[src/sv/hvd_pkg.sv]
// shared types, constants and tables of the haversine angular distance block
`default_nettype none

package hvd_pkg;

	typedef logic [28:0]        ra_t;
	typedef logic signed [27:0] dec_t;
	typedef logic [29:0]        sep_t;

	localparam int CORDIC_STAGES = 24;

	localparam logic signed [31:0] CORDIC_GAIN_Q30 = 32'sd652032874;

	// phase = round(m * 2^23 / 703125) for full angles, 2^22 for half angles
	localparam logic [19:0] DIV_K      = 20'd703125;
	localparam logic [31:0] DIV_RECIP  = 32'd3202559735;
	localparam logic [19:0] HALF_ROUND = 20'd351562;

	localparam logic [60:0] ONE_Q60       = 61'(1) << 60;
	localparam logic [30:0] MAS_TURN      = 31'd1296000000;
	localparam logic [29:0] MAS_HALF_TURN = 30'd648000000;

	function automatic logic [31:0] atan_at(input int i);
		logic [31:0] a;
		unique case (i)
			0:  a = 32'd536870912;
			1:  a = 32'd316933406;
			2:  a = 32'd167458907;
			3:  a = 32'd85004756;
			4:  a = 32'd42667331;
			5:  a = 32'd21354465;
			6:  a = 32'd10679838;
			7:  a = 32'd5340245;
			8:  a = 32'd2670163;
			9:  a = 32'd1335087;
			10: a = 32'd667544;
			11: a = 32'd333772;
			12: a = 32'd166886;
			13: a = 32'd83443;
			14: a = 32'd41722;
			15: a = 32'd20861;
			16: a = 32'd10430;
			17: a = 32'd5215;
			18: a = 32'd2608;
			19: a = 32'd1304;
			20: a = 32'd652;
			21: a = 32'd326;
			22: a = 32'd163;
			23: a = 32'd81;
			24: a = 32'd41;
			25: a = 32'd20;
			26: a = 32'd10;
			27: a = 32'd5;
			28: a = 32'd3;
			29: a = 32'd1;
			30: a = 32'd1;
			default: a = 32'd0;
		endcase
		return a;
	endfunction

endpackage

`default_nettype wire

[src/sv/hvd_phase.sv]
// micro-degree magnitude to 32-bit phase, reciprocal multiply with correction
`default_nettype none

module hvd_phase import hvd_pkg::*; (
	input  wire logic        clk,
	input  wire logic        arst_n,
	input  wire logic        en,
	input  wire logic        vld_in,
	input  wire logic        half,
	input  wire logic [28:0] mag,
	input  wire logic        neg,
	output logic             vld_out,
	output logic [31:0]      phase
);

	logic        vld_s1, vld_s2;
	logic [60:0] prod_s1;
	logic [28:0] mag_s1;
	logic        neg_s1, half_s1, neg_s2;
	logic [32:0] qe_s2;
	logic [21:0] rem_s2;

	logic [32:0] qe;
	logic [51:0] num;
	logic [52:0] qk;
	logic [53:0] rem;
	logic [1:0]  corr;
	logic [32:0] q;

	always_comb begin
		qe   = half_s1 ? 33'(prod_s1 >> 29) : 33'(prod_s1 >> 28);
		num  = (half_s1 ? (52'(mag_s1) << 22) : (52'(mag_s1) << 23)) + 52'(HALF_ROUND);
		qk   = 53'(qe) * 53'(DIV_K);
		rem  = 54'(num) - 54'(qk);
		// estimate is low by at most three
		corr = 2'(22'(rem_s2) >= 22'(DIV_K)) + 2'(rem_s2 >= 22'(2 * DIV_K))
			+ 2'(rem_s2 >= 22'(3 * DIV_K));
		q    = qe_s2 + 33'(corr);
	end

	always_ff @(posedge clk or negedge arst_n) begin
		if (!arst_n) begin
			vld_s1  <= 1'b0;
			vld_s2  <= 1'b0;
			vld_out <= 1'b0;
		end else if (en) begin
			vld_s1  <= vld_in;
			vld_s2  <= vld_s1;
			vld_out <= vld_s2;
		end
	end

	always_ff @(posedge clk) begin
		if (en) begin
			prod_s1 <= 61'(mag) * 61'(DIV_RECIP);
			mag_s1  <= mag;
			neg_s1  <= neg;
			half_s1 <= half;
			qe_s2   <= qe;
			rem_s2  <= rem[21:0];
			neg_s2  <= neg_s1;
			phase   <= neg_s2 ? 32'(-q) : q[31:0];
		end
	end

endmodule

`default_nettype wire

[config.mk]
export PLATFORM = sky130hd
export DESIGN_NAME = hvd_phase
export DESIGN_NICKNAME = d
export VERILOG_FILES = /design/src/sv/hvd_pkg.sv /design/src/sv/hvd_phase.sv
export SDC_FILE = /design/constraint.sdc
export NUM_CORES = 2
export LEC_CHECK = 0
export ABC_AREA = 0
export BUFFER_PORTS_ARGS = -buffer_cell sky130_fd_sc_hd__buf_2
export CORE_UTILIZATION = 40
export CTS_CLUSTER_DIAMETER = 150
export DETAILED_ROUTE_END_ITERATION = 16
export HOLD_SLACK_MARGIN = 0.02
export PLACE_DENSITY = 0.63
export SKIP_LAST_GASP = 1
export SYNTH_ARGS = -nofsm -noshare
export SYNTH_HDL_FRONTEND = slang
export SYNTH_SLANG_ARGS = --single-unit
export TNS_END_PERCENT = 5
[constraint.sdc]
create_clock -name clk -period 17.8 [get_ports clk]
set_input_delay 0.89 -clock clk [delete_from_list [all_inputs] [get_ports clk]]
set_output_delay 0.89 -clock clk [all_outputs]
set_load 0.01 [all_outputs]
# After elaboration in Yosys (flattened, before gate mapping)
# Cells that the tools add are included.
# op_classes
n_eq_ne	0
n_div	0
multipliers	2
addsub	6
n_bitwise	0
mux	2
shifts	0
magnitude_cmp	3
reduce_logical	0
# ops
cell	count
multiplier 29 x 32 -> 61 bit (second input constant)	1
multiplier 33 x 20 -> 22 bit (second input constant)	1
2-to-1 mux 33 bit	1
adder 32 x 2 -> 32 bit	1
2-to-1 mux 32 bit	1
negator 32 bit	1
adder 22 x 19 -> 22 bit (both inputs constant)	1
>= comparator 22 x 20 -> 1 bit (second input constant)	1
>= comparator 22 x 21 -> 1 bit (second input constant)	1
>= comparator 22 bit (second input constant)	1
subtractor 22 bit	1
adder 1 x 1 -> 2 bit	1
adder 2 x 1 -> 2 bit	1
# totals
latchBits	0
n_memories	0
rom_bits	0
in_bits	35
register_bits	153
wordCells	23
ramBits	0
out_inout_bits	33

# Longest topological paths before layout
# logic_depth
depth_word	6
depth_mapped	28
ltp_nobuf	27

# Worst setup path after synthesis
# Ideal clock, no wire load.
# synth_path
kind	input-to-reg
from	input mag[12]
to	register prod_s1[60] (data pin)
required_ns	17.541
n_path_buf	0
path_slack_ns	10.246
arrival_time_ns	7.295
setup_ns	0.259
cell_stages	25
path_cell_list	inv_1 > fa_1 > inv_1 > fa_1 > inv_1 > fa_1 > fa_1 > inv_1 > fa_1 > fa_1 > fa_1 > inv_1 > fa_1 > inv_1 > ha_1 > a21oi_1 > o21ai_0 > nor2_1 > nand2_1 > a31o_2 > and2_1 > o21ai_0 > a21oi_1 > o211a_1 > a211o_1
# synth_between
elab_chain_cells	1
# synth_rtl
element	line	source
from (decl)	hvd_phase.sv:10	input wire logic [28:0] mag,
multiplier 29 x 32 -> 61 bit	hvd_phase.sv:55	prod_s1 <= 61'(mag) * 61'(DIV_RECIP);
to (signal assigned)	hvd_phase.sv:55	
to (decl)	hvd_phase.sv:17	logic [60:0] prod_s1;
# Every way passes these cells.
# A chain may end at the register's enable or synchronous reset.

# Final worst setup path
# Ends and elaborated chain as after synthesis.

==> summary.md <==
| Metric | Value |
|---|---|
| Type of the worst min-delay path | `in2async` |
| Post-synth top area share | `between 30% and 40%` |
| Final period util | `44.7%` |
| Post-synth cell types | `70` |
| PostCTS Resize Cnt | `0` |
| H-tree depth | `4` |
| Type of origin of the critical path | `input pin` |
| RSZ-0062 raised after global routing | `no` |
| Worst-Margin Slew | `about 1.1 ns` |
| Area grow syn2layout | `7.31%` |
| Status | `complete, no violations` |
| Inst Count DP | `3377` |
| Rows | `93` |
| GRT Util Overall | `between 20% and 30%` |
| FF-to-FF End | `rem_s2[20]$_DFFE_PP_` |
| Dpl ws | `between 9 and 10 ns` |
| Setup_tns | `0 ns` |
| Clock Latency Late Sink | `~0.43 ns` |
| Crit path DAT | `just over 8 ns` |
| Asr flop ratio synth | `2.42%` |
| CTS root buf | `clkbuf_16` |
| Post-synth EDFFs | `between 100 and 150` |
| RR Startpoint | `half_s1$_DFFE_PP_` |
| # diodes | `0` |
| Post-synthesis instance total | `around 2500` |
| Total wire length | `approximately 67000 um` |
| Largest net degree at the start of global routing | `67` |
| Max-cap violations | `0` |
| Worst-path maximum fanout | `5` |
| Via density per instance | `slightly below 5` |
| Hold Buf Count CTS | `0` |
| Initial Utilization | `40.8%` |
| Drt initial violations | `roughly 820` |
| Cells on worst reg2reg path | `21` |
| Critical path capture point type | `register` |
| Post-synth top flop | `edfxtp_1` |
| Die Ht | `around 260 um` |
| Clk pin slew, worst setup/hold paths | `approximately 0.050 ns` |
| Fraction of layout instances using a drive strength above 1 | `under 10%` |
| Crit path required time | `around 18 ns` |
| DRC viols | `0` |
| Cell Count, Final, Fillers Out | `between 3000 and 4000` |
| Register bit total from synthesis | `roughly 120` |
| Final #Nets | `3501` |
| Num CTS Buffers | `17` |
| GPL Wtd Cong | `~0.98` |
| CTS tree | `done` |
| Drt first pass iters | `5` |
| Final core utilization | `between 40% and 50%` |
| Vias in the first global route | `roughly 18000` |
| Final worst setup slack | `between 9 and 10 ns` |
| Max clock buf depth | `2` |
| Crit path kind | `in2reg` |
| ANT nets after route | `0` |
| First-pass GRT wire length | `around 100000 um` |
| Post-Route Skew | `0.00703 ns` |
| Worst Setup SP | `mag[12]` |
| I/O Pins | `between 60 and 70` |
| I/O Buffers | `67` |
| FF-to-FF setup slack | `just over 10 ns` |
| Minimum clock period | `between 7 and 8 ns` |
| Slew Viols, Final | `0` |
| Final hold violations | `0` |
| Full die area | `roughly 67000 um^2` |
| Post-synthesis sequential area ratio | `14.0%` |
| Fmax | `between 0.1 and 0.15 GHz` |
| Final setup violation count | `0` |
| CORE AREA | `between 60000 and 70000 um^2` |
| Wire length per cell | `19.6 um` |
| Overall die width | `about 260 um` |
| DP HPWL | `roughly 61000 um` |
| CTS sink count | `around 120` |
| Top cells by area, synth | `fa_1 38%, ha_1 20%, edfxtp_1 14%` |
| Synthesized cell area | `around 26000 um^2` |
| Most common library cell in the layout ignoring fill and taps | `inv_1` |
| Avg Inst Size Synth | `about 11 um^2` |
| Post-CTS setup buffers | `0` |
| Most frequent cells in the layout | `718 x inv_1, 497 x fa_1, 428 x ha_1` |
| Syn_nets | `approximately 3400` |
| Worst rel slew slack | `around 29%` |
| Initial antenna violation count | `0` |
| Yosys top cell by area | `fa_1` |
| YS warnings | `0` |
| Remaining Overflow, GRT | `0` |
| Vias | `about 17000` |
[state kept, by name, indices dropped and copies added (netlist names)]
| signal | cells |
|---|---|
| neg_s2 | 1 |
| rem_s2 | 21 |
| vld_out | 1 |
| phase | 32 |
| prod_s1 | 33 |
| half_s1 | 1 |
| vld_s1 | 1 |
| vld_s2 | 1 |
| neg_s1 | 1 |
| qe_s2 | 32 |
[cells in the mapped netlist (all sizes together), types with 12 or more instances]
cell type	count
nand2	63
fa	497
a21oi	67
xnor2	105
nor3	22
clkbuf	16
edfxtp	121
mux2	19
a21o	35
nand4	17
ha	428
nand2b	12
and3	12
nor2	48
inv	718
mux2i	19
o21ai	49
nand3	30
xor2	36
[worst max-delay path: stages]
cell     delay, ns
buf_2         0.13
inv_1         0.16
fa_1          0.61
inv_1         0.13
fa_1          0.60
inv_1         0.09
fa_1          0.40
fa_1          0.54
inv_1         0.05
fa_1          0.55
fa_1          0.43
fa_1          0.50
inv_1         0.06
fa_1          0.48
inv_1         0.05
ha_1          0.31
a21oi_1       0.27
o21ai_0       0.18
nor2_1        0.15
nand2_1       0.08
a31o_2        0.24
and2_1        0.21
o21ai_0       0.37
a21oi_1       0.17
o211a_1       0.25
a211o_1       0.23
[layer usage]
| layer | vias up | wire length (um) | GRT usage, % |
|---|---|---|---|
| met4 | 0 | 1780 | 5.97 |
| met3 | 64 | 2760 | 2.83 |
| met5 | - | 0 | 0 |
| li1 | 7913 | - | - |
| met2 | 343 | 32000 | 34.9 |
| met1 | 8414 | 30100 | 27.6 |
[how the worst max path moves through the flow]
stage | to | slack, ns | depth (start not counted)
2_1_floorplan | prod_s1[60]$_DFFE_PP_ | 10.25 | 25
3_3_place_gp | prod_s1[60]$_DFFE_PP_ | 9.50 | 26
3_5_place_dp | prod_s1[53]$_DFFE_PP_ | 9.43 | 25
4_1_cts | prod_s1[53]$_DFFE_PP_ | 9.85 | 25
5_1_grt | prod_s1[53]$_DFFE_PP_ | 9.34 | 26
6_report | prod_s1[60]$_DFFE_PP_ | 9.84 | 26
[through the flow]
stage          area [um^2]  hold WS (ns)
2_1_floorplan        26400         0.400
3_3_place_gp         27800         0.407
3_5_place_dp         27800         0.410
4_1_cts              28400         0.222
5_1_grt              28400         0.228
6_report             28400         0.249
[layout make-up]
class	instances	area, um^2
clock buffer	18	429
clock inverter	14	160
fill	6151	36500
inverter	718	2700
multi-input combinational	1610	19900
sequential	124	3710
tap	855	1070
timing repair buffer	70	360
[logic make-up after synthesis]
kind of cell    count (synthesis)  synth area share, %
compound gates                241                 5.95
flops                         124                 14.0
mux                            38                 1.53
xor+xnor                      142                 4.76
buf+inv                       739                 10.5
simple gates                  264                 5.30
fa+ha+maj                     925                 57.9
Power is not shown: default switching activity piles up to over one toggle a cycle in this logic, so the estimate is an artifact.
