**src/sv/hvd_pkg.sv**
```systemverilog
// shared types, constants and tables of the haversine angular distance block
`default_nettype none

package hvd_pkg;

	typedef logic [28:0]        ra_t;
	typedef logic signed [27:0] dec_t;
	typedef logic [29:0]        sep_t;

	localparam int CORDIC_STAGES = 24;

	localparam logic signed [31:0] CORDIC_GAIN_Q30 = 32'sd652032874;

	// phase = round(m * 2^23 / 703125) for full angles, 2^22 for half angles
	localparam logic [19:0] DIV_K      = 20'd703125;
	localparam logic [31:0] DIV_RECIP  = 32'd3202559735;
	localparam logic [19:0] HALF_ROUND = 20'd351562;

	localparam logic [60:0] ONE_Q60       = 61'(1) << 60;
	localparam logic [30:0] MAS_TURN      = 31'd1296000000;
	localparam logic [29:0] MAS_HALF_TURN = 30'd648000000;

	function automatic logic [31:0] atan_at(input int i);
		logic [31:0] a;
		unique case (i)
			0:  a = 32'd536870912;
			1:  a = 32'd316933406;
			2:  a = 32'd167458907;
			3:  a = 32'd85004756;
			4:  a = 32'd42667331;
			5:  a = 32'd21354465;
			6:  a = 32'd10679838;
			7:  a = 32'd5340245;
			8:  a = 32'd2670163;
			9:  a = 32'd1335087;
			10: a = 32'd667544;
			11: a = 32'd333772;
			12: a = 32'd166886;
			13: a = 32'd83443;
			14: a = 32'd41722;
			15: a = 32'd20861;
			16: a = 32'd10430;
			17: a = 32'd5215;
			18: a = 32'd2608;
			19: a = 32'd1304;
			20: a = 32'd652;
			21: a = 32'd326;
			22: a = 32'd163;
			23: a = 32'd81;
			24: a = 32'd41;
			25: a = 32'd20;
			26: a = 32'd10;
			27: a = 32'd5;
			28: a = 32'd3;
			29: a = 32'd1;
			30: a = 32'd1;
			default: a = 32'd0;
		endcase
		return a;
	endfunction

endpackage

`default_nettype wire

```
**src/sv/hvd_isqrt.sv**
```systemverilog
// pipelined floor square root of a q60 value, one result bit per stage
`default_nettype none

module hvd_isqrt import hvd_pkg::*; (
	input  wire logic        clk,
	input  wire logic        arst_n,
	input  wire logic        en,
	input  wire logic        vld_in,
	input  wire logic [60:0] v,
	output logic             vld_out,
	output logic [30:0]      root
);

	localparam int STEPS = 31;

	logic        vld_s [0:STEPS-1];
	logic [61:0] v_s   [0:STEPS-1];
	logic [61:0] r_s   [0:STEPS-1];

	for (genvar k = 0; k < STEPS; k++) begin : g_stp
		localparam logic [61:0] BIT = 62'(1) << (60 - 2 * k);
		logic        vi;
		logic [61:0] xi, ri, sum;

		if (k == 0) begin : g_first
			assign vi = vld_in;
			assign xi = 62'(v);
			assign ri = 62'd0;
		end else begin : g_next
			assign vi = vld_s[k-1];
			assign xi = v_s[k-1];
			assign ri = r_s[k-1];
		end

		assign sum = ri + BIT;

		always_ff @(posedge clk or negedge arst_n) begin
			if (!arst_n) begin
				vld_s[k] <= 1'b0;
			end else if (en) begin
				vld_s[k] <= vi;
			end
		end

		always_ff @(posedge clk) begin
			if (en) begin
				if (xi >= sum) begin
					v_s[k] <= xi - sum;
					r_s[k] <= (ri >> 1) + BIT;
				end else begin
					v_s[k] <= xi;
					r_s[k] <= ri >> 1;
				end
			end
		end
	end

	assign vld_out = vld_s[STEPS-1];
	assign root    = r_s[STEPS-1][30:0];

endmodule

`default_nettype wire

```
**config.mk**
```make
export PLATFORM = sky130hd
export DESIGN_NAME = hvd_isqrt
export DESIGN_NICKNAME = d
export VERILOG_FILES = /design/src/sv/hvd_pkg.sv /design/src/sv/hvd_isqrt.sv
export SDC_FILE = /design/constraint.sdc
export NUM_CORES = 2
export LEC_CHECK = 0
export BUFFER_PORTS_ARGS = -buffer_cell sky130_fd_sc_hd__buf_4
export CAP_MARGIN = 20
export CORE_UTILIZATION = 31
export DETAILED_ROUTE_END_ITERATION = 8
export GPL_TIMING_DRIVEN = 0
export HOLD_SLACK_MARGIN = 0.06
export PLACE_DENSITY_LB_ADDON = 0.2
export SLEW_MARGIN = 20
export SYNTH_ARGS = -nofsm -noshare
export SYNTH_HDL_FRONTEND = slang
export SYNTH_SLANG_ARGS = --single-unit
```
**constraint.sdc**
```tcl
create_clock -name clk -period 3.25 [get_ports clk]
set_clock_uncertainty 0.1 [all_clocks]
set_input_delay 0.1625 -clock clk [delete_from_list [all_inputs] [get_ports clk]]
set_output_delay 0.1625 -clock clk [all_outputs]
set_load 0.01 [all_outputs]
```
; After elaboration in Yosys (flattened, before gate mapping)
; Memories as Yosys holds them, arrays and structs flattened.
; Cells that the tools add are included.
[op_classes]
magnitude_cmp = 31
mux = 248
add_sub_neg = 91
bitwise_logic = 62
[ops]
columns = cell, n
row1 = $mux W62, 62
row2 = $ge A62 B62 Y1, 30
row3 = $sub A62 B62 Y62, 30
row4 = $mux W1, 186
row5 = $add A61 B1 Y62 const B, 1
row6 = $add A61 B11 Y62 const B, 1
row7 = $add A61 B13 Y62 const B, 1
row8 = $add A61 B15 Y62 const B, 1
row9 = $add A61 B17 Y62 const B, 1
row10 = $add A61 B19 Y62 const B, 1
row11 = $add A61 B21 Y62 const B, 1
row12 = $add A61 B23 Y62 const B, 1
row13 = $add A61 B25 Y62 const B, 1
row14 = $add A61 B27 Y62 const B, 1
row15 = $add A61 B29 Y62 const B, 1
row16 = $add A61 B3 Y62 const B, 1
row17 = $add A61 B31 Y62 const B, 1
row18 = $add A61 B33 Y62 const B, 1
row19 = $add A61 B35 Y62 const B, 1
row20 = $add A61 B37 Y62 const B, 1
row21 = $add A61 B39 Y62 const B, 1
row22 = $add A61 B41 Y62 const B, 1
row23 = $add A61 B43 Y62 const B, 1
row24 = $add A61 B45 Y62 const B, 1
row25 = other kinds (43), 104
[word_totals]
word_cells = 465
output_inout_bits = 32
ff_bits = 31
n_memories = 2
ram_bits = 3844
[mem_list]
columns = memory, words, word_bits, rd, rd_clocked_by_memory_dff, write_ports, line
row1 = r_s, 31, 62, 31, 0, 31, hvd_isqrt.sv:18  ; logic [61:0] r_s [0:STEPS-1];
row2 = v_s, 31, 62, 30, 0, 31, hvd_isqrt.sv:17  ; logic [61:0] v_s [0:STEPS-1];

; Logic depth before layout (Yosys ltp)
; An unclocked memory read counts as a cell.
[logic_depth]
depth_word = 7
ltp_mapped = 15

; Worst setup path before layout
; No wires, ideal clock.
[synth_timing]
path_type = input -> register
from = in en
to = mem r_s[29][2], in the netlist r_s[1][808], enable pin
path_stages = 5
arrival_time_ps = 3682
setup_slack_ps = -1015
cell_sequence = clkbuf_1 > clkbuf_1 > clkbuf_1 > clkbuf_1 > clkbuf_1
[synth_lines]
columns = item, line
row1 = "start, declared", hvd_isqrt.sv:7  ; input wire logic en,
row2 = "end, declared", hvd_isqrt.sv:18

==> flow_summary_export.csv <==
group,metric,value,unit
run_status,outcome,"complete, but fails checks",
grt,overflow,0,
synthesis,seq_area_frac_synth,61.9,%
floorplanning,placeableCoreArea,370000,um^2
worst_setup_path,startpoint_type,"flip-flop",
floorplanning,pin_count,97,
clock_network,cts_made_buffers,281,
synthesis,postSynthAreaPerCell,12.3,um^2
placement,io_buffers,96,
floorplanning,rows,223,
timing,min_period_over_period,115,%
synthesis,synth_top_flop_cell,"edfxtp_1",
grt,grt_pass1_vias,79600,
grt,grtUsageTotal,17.7,%
placement,hpwl,253,mm
layout,final_nets,11300,
synthesis,syn_inst,9378,
hold_path,hold_class,"reg -> reg",
power_and_ir_drop,pwr_density_cell,653,nW/um^2
grt,antenna_found_initial,8,
timing,fmax,268,MHz
layout,fillers,34400,
worst_setup_path,worstPathRequired,3730,ps
run_status,violations,"setup timing",
synthesis,synth_edf_count,2356,
timing,slew_viol_final,0,
layout,drive_above_1_share,27.2,%
synthesis,async_reset_ff_share,1.30,%
run,maxCapViolations,0,
timing,tightest_slew,926,ps
clock_network,clockBufferDepth,4,
routing,first_pass_iters,6,
placement,place_ws,-1560,ps
floorplanning,dieHeight,613,um
synthesis,yosysWarnings,0,
timing,slew_headroom,37.6,%
worst_setup_path,path_class,"reg -> reg",
clock_network,clkTransAtPathRegs,60,ps
clock_network,cts-htree-levels,5,
worst_setup_path,crit_arrival,4220,ps
worst_setup_path,rr_endpoint,"v_s[1][727]",
clock_network,clk_latency,940,ps
worst_setup_path,endpoint_kind,"flip-flop",
worst_setup_path,worstReg2RegStart,"v_s[1][640]",
worst_setup_path,r2r_setup_slack,-490,ps
layout,multi_input_area,50800,um^2
timing,rsz0062_at_grt,"true",
grt,grt_pass1_wl,508,mm
routing,via_per_inst,5.07,
grt,grt_max_degree,92,
timing,setup_violations,335,
synthesis,ys_ff_latch,2387,
power_and_ir_drop,irDropWorstVdd,0.458,mV
routing,ant_nets,0,
timing,hold_viol,0,
routing,first_iter_violations,6303,
power_and_ir_drop,p_total,99.2,mW
clock_network,cts_root_buffer,"clkbuf_16",
placement,place.gp.congestion,0.901,
synthesis,synth.distinct_cells,100,
layout,area_growth,31.5,%
hold_path,holdCritStartpoint,"v_s[0][758]",
floorplanning,die_area,375000,um^2
routing,routed_wl,347,mm
floorplanning,initial_utilization,31.2,%
power_and_ir_drop,p_leak,56.0,nW
clock_network,cts.sinks,2387,
layout,seq_area,71500,um^2
worst_setup_path,crit_fanout,5,
worst_setup_path,r2r_cells,14,
routing,vias,80300,
timing,period_needed,3740,ps
clock_network,cts_tree,"done",
synthesis,synth.cell_area,116000,um^2
timing,final.setup.tns,-51090,ps
hold_path,whs_path_depth,0,
hold_path,hold-path-endpoint,"v_s[0][820]",
layout,utilization,41.1,%
floorplanning,die_w,613,um
timing,holdWs,268,ps
routing,drc,0,
synthesis,synth_nets,9966,
timing,worst_slack,-486,ps
routing,wire_per_inst,21.9,um
## flip-flops by register name, summed over array words and instances (netlist names)
register  cells
v_s        1860
r_s         496
g_stp.vi     30
vld_out       1
## cells in the mapped netlist (20+ instances only)
master	count	area share (%)
and4_1	20	0.15
nand3_1	172	0.74
o21bai_1	46	0.30
buf_2	25	0.11
mux2_2	64	0.62
o31ai_1	46	0.30
o21ai_0	569	2.5
a21boi_0	20	0.13
nand3b_1	34	0.22
nand4b_1	41	0.31
or3_1	89	0.48
dfrtp_1	31	0.67
a31oi_1	42	0.23
or4_1	71	0.46
nor3_1	250	1.1
a211oi_1	64	0.42
inv_1	644	2.1
and3_1	45	0.24
nor4_1	322	1.7
o211ai_1	37	0.24
nor2b_1	70	0.38
nand4_1	158	0.86
clkbuf_1	206	0.67
nor3b_1	25	0.16
nor4b_1	63	0.48
nand2b_1	105	0.57
a21o_1	164	1.1
nand2_1	810	2.6
xor2_1	404	3.1
or2_2	30	0.16
a21oi_1	446	1.9
xnor2_1	423	3.2
nor2_1	533	1.7
and2_1	29	0.16
o21a_1	95	0.62
and4b_1	21	0.18
ha_1	523	5.7
edfxtp_1	2356	61
## per-layer routing
metal	part of all wire [%]	track usage, %	wire [um]
met5	0	0	0
met4	2.5	4.30	8720
met3	4.5	2.15	15400
met2	50	31.5	175000
met1	43	22.7	148000
## worst max-delay path by stage
stage          cells after the start  slack (ps)        start          end
3_5_place_dp                      11       -1560           en  v_s[0][901]
2_1_floorplan                     11        -110  v_s[1][730]  v_s[1][795]
6_report                          14        -490  v_s[1][640]  v_s[1][727]
5_1_grt                           13        -540  v_s[1][640]  v_s[1][727]
3_3_place_gp                       6       -5780           en  r_s[1][812]
4_1_cts                           11        -430  v_s[1][358]  v_s[1][425]
## repair_timing
action | in CTS | in global routing
hold buffers | 128 | 0
cloned | 16 | 16
pin swaps | 354 | 449
endpoints found under the setup margin | 2334 | 1232
setup buffers | 473 | 347
hold endpoints to repair | 95 | 0
gates resized for setup | 1514 | 1067
## cell type report
type	instances	area share [%]
Sequential cell	2387	47.1
Inverter	647	1.61
Multi-Input combinational cell	6106	33.5
Clock buffer	339	4.83
Antenna cell	12	0.0198
Tap cell	4950	4.08
Timing Repair Buffer	1084	6.77
Clock inverter	161	1.11
Buffer	155	1.05
## worst max-delay path, cell delays in order (launching register included)
cell and delay (ps):
edfxtp_1 420, ha_4 290, buf_8 100, nand4_1 190, nor3_4 400, o2111ai_2 170, o211ai_1 120, buf_4 170
a211oi_4 80, buf_6 160, nand4b_1 230, or3_4 460, buf_12 160, o41ai_4 250, o21ai_1 120
## report_power, final
part	internal, mW	total (mW)	switching, mW
Clock	18.1	31.1	13.0
Combinational	11.3	25.4	14.1
Sequential	39.0	42.7	3.72
## cells by family after synthesis
group	synth area share, %
AO/OA/AOI/OAI	9.35
XOR/XNOR	6.27
adder cells (fa/ha/maj)	5.66
buffers and inverters	2.93
flip-flops	61.9
multiplexers	0.728
AND/OR/NAND/NOR	13.2
## cells in the final DEF, fill, tap and decap left out, drive strengths merged, types with 75 or more instances in the layout
cell type | synthesis | final
nand2b | 105 | 105
nand3 | 172 | 172
buf | 35 | 1010
inv | 645 | 655
nor4 | 326 | 326
clkinv | 2 | 105
edfxtp | 2356 | 2356
a21oi | 446 | 446
a21o | 164 | 164
or4 | 75 | 75
dlygate4sd3 | 0 | 127
nor2 | 534 | 534
o21ai | 572 | 572
ha | 523 | 523
nor3 | 250 | 250
nand2 | 810 | 810
nand4 | 158 | 158
xnor2 | 423 | 423
or3 | 90 | 90
clkbuf | 206 | 441
xor2 | 404 | 404
o21a | 95 | 95
## through the flow
| stage | instances | cell area (um^2) |
|---|---|---|
| 6_report | 15800 | 152000 |
| 5_1_grt | 15800 | 152000 |
| 4_1_cts | 15500 | 145000 |
| 3_5_place_dp | 14500 | 124000 |
| 3_3_place_gp | 14400 | 123000 |
| 2_1_floorplan | 9378 | 116000 |
Power figures use the tool's default switching activity.
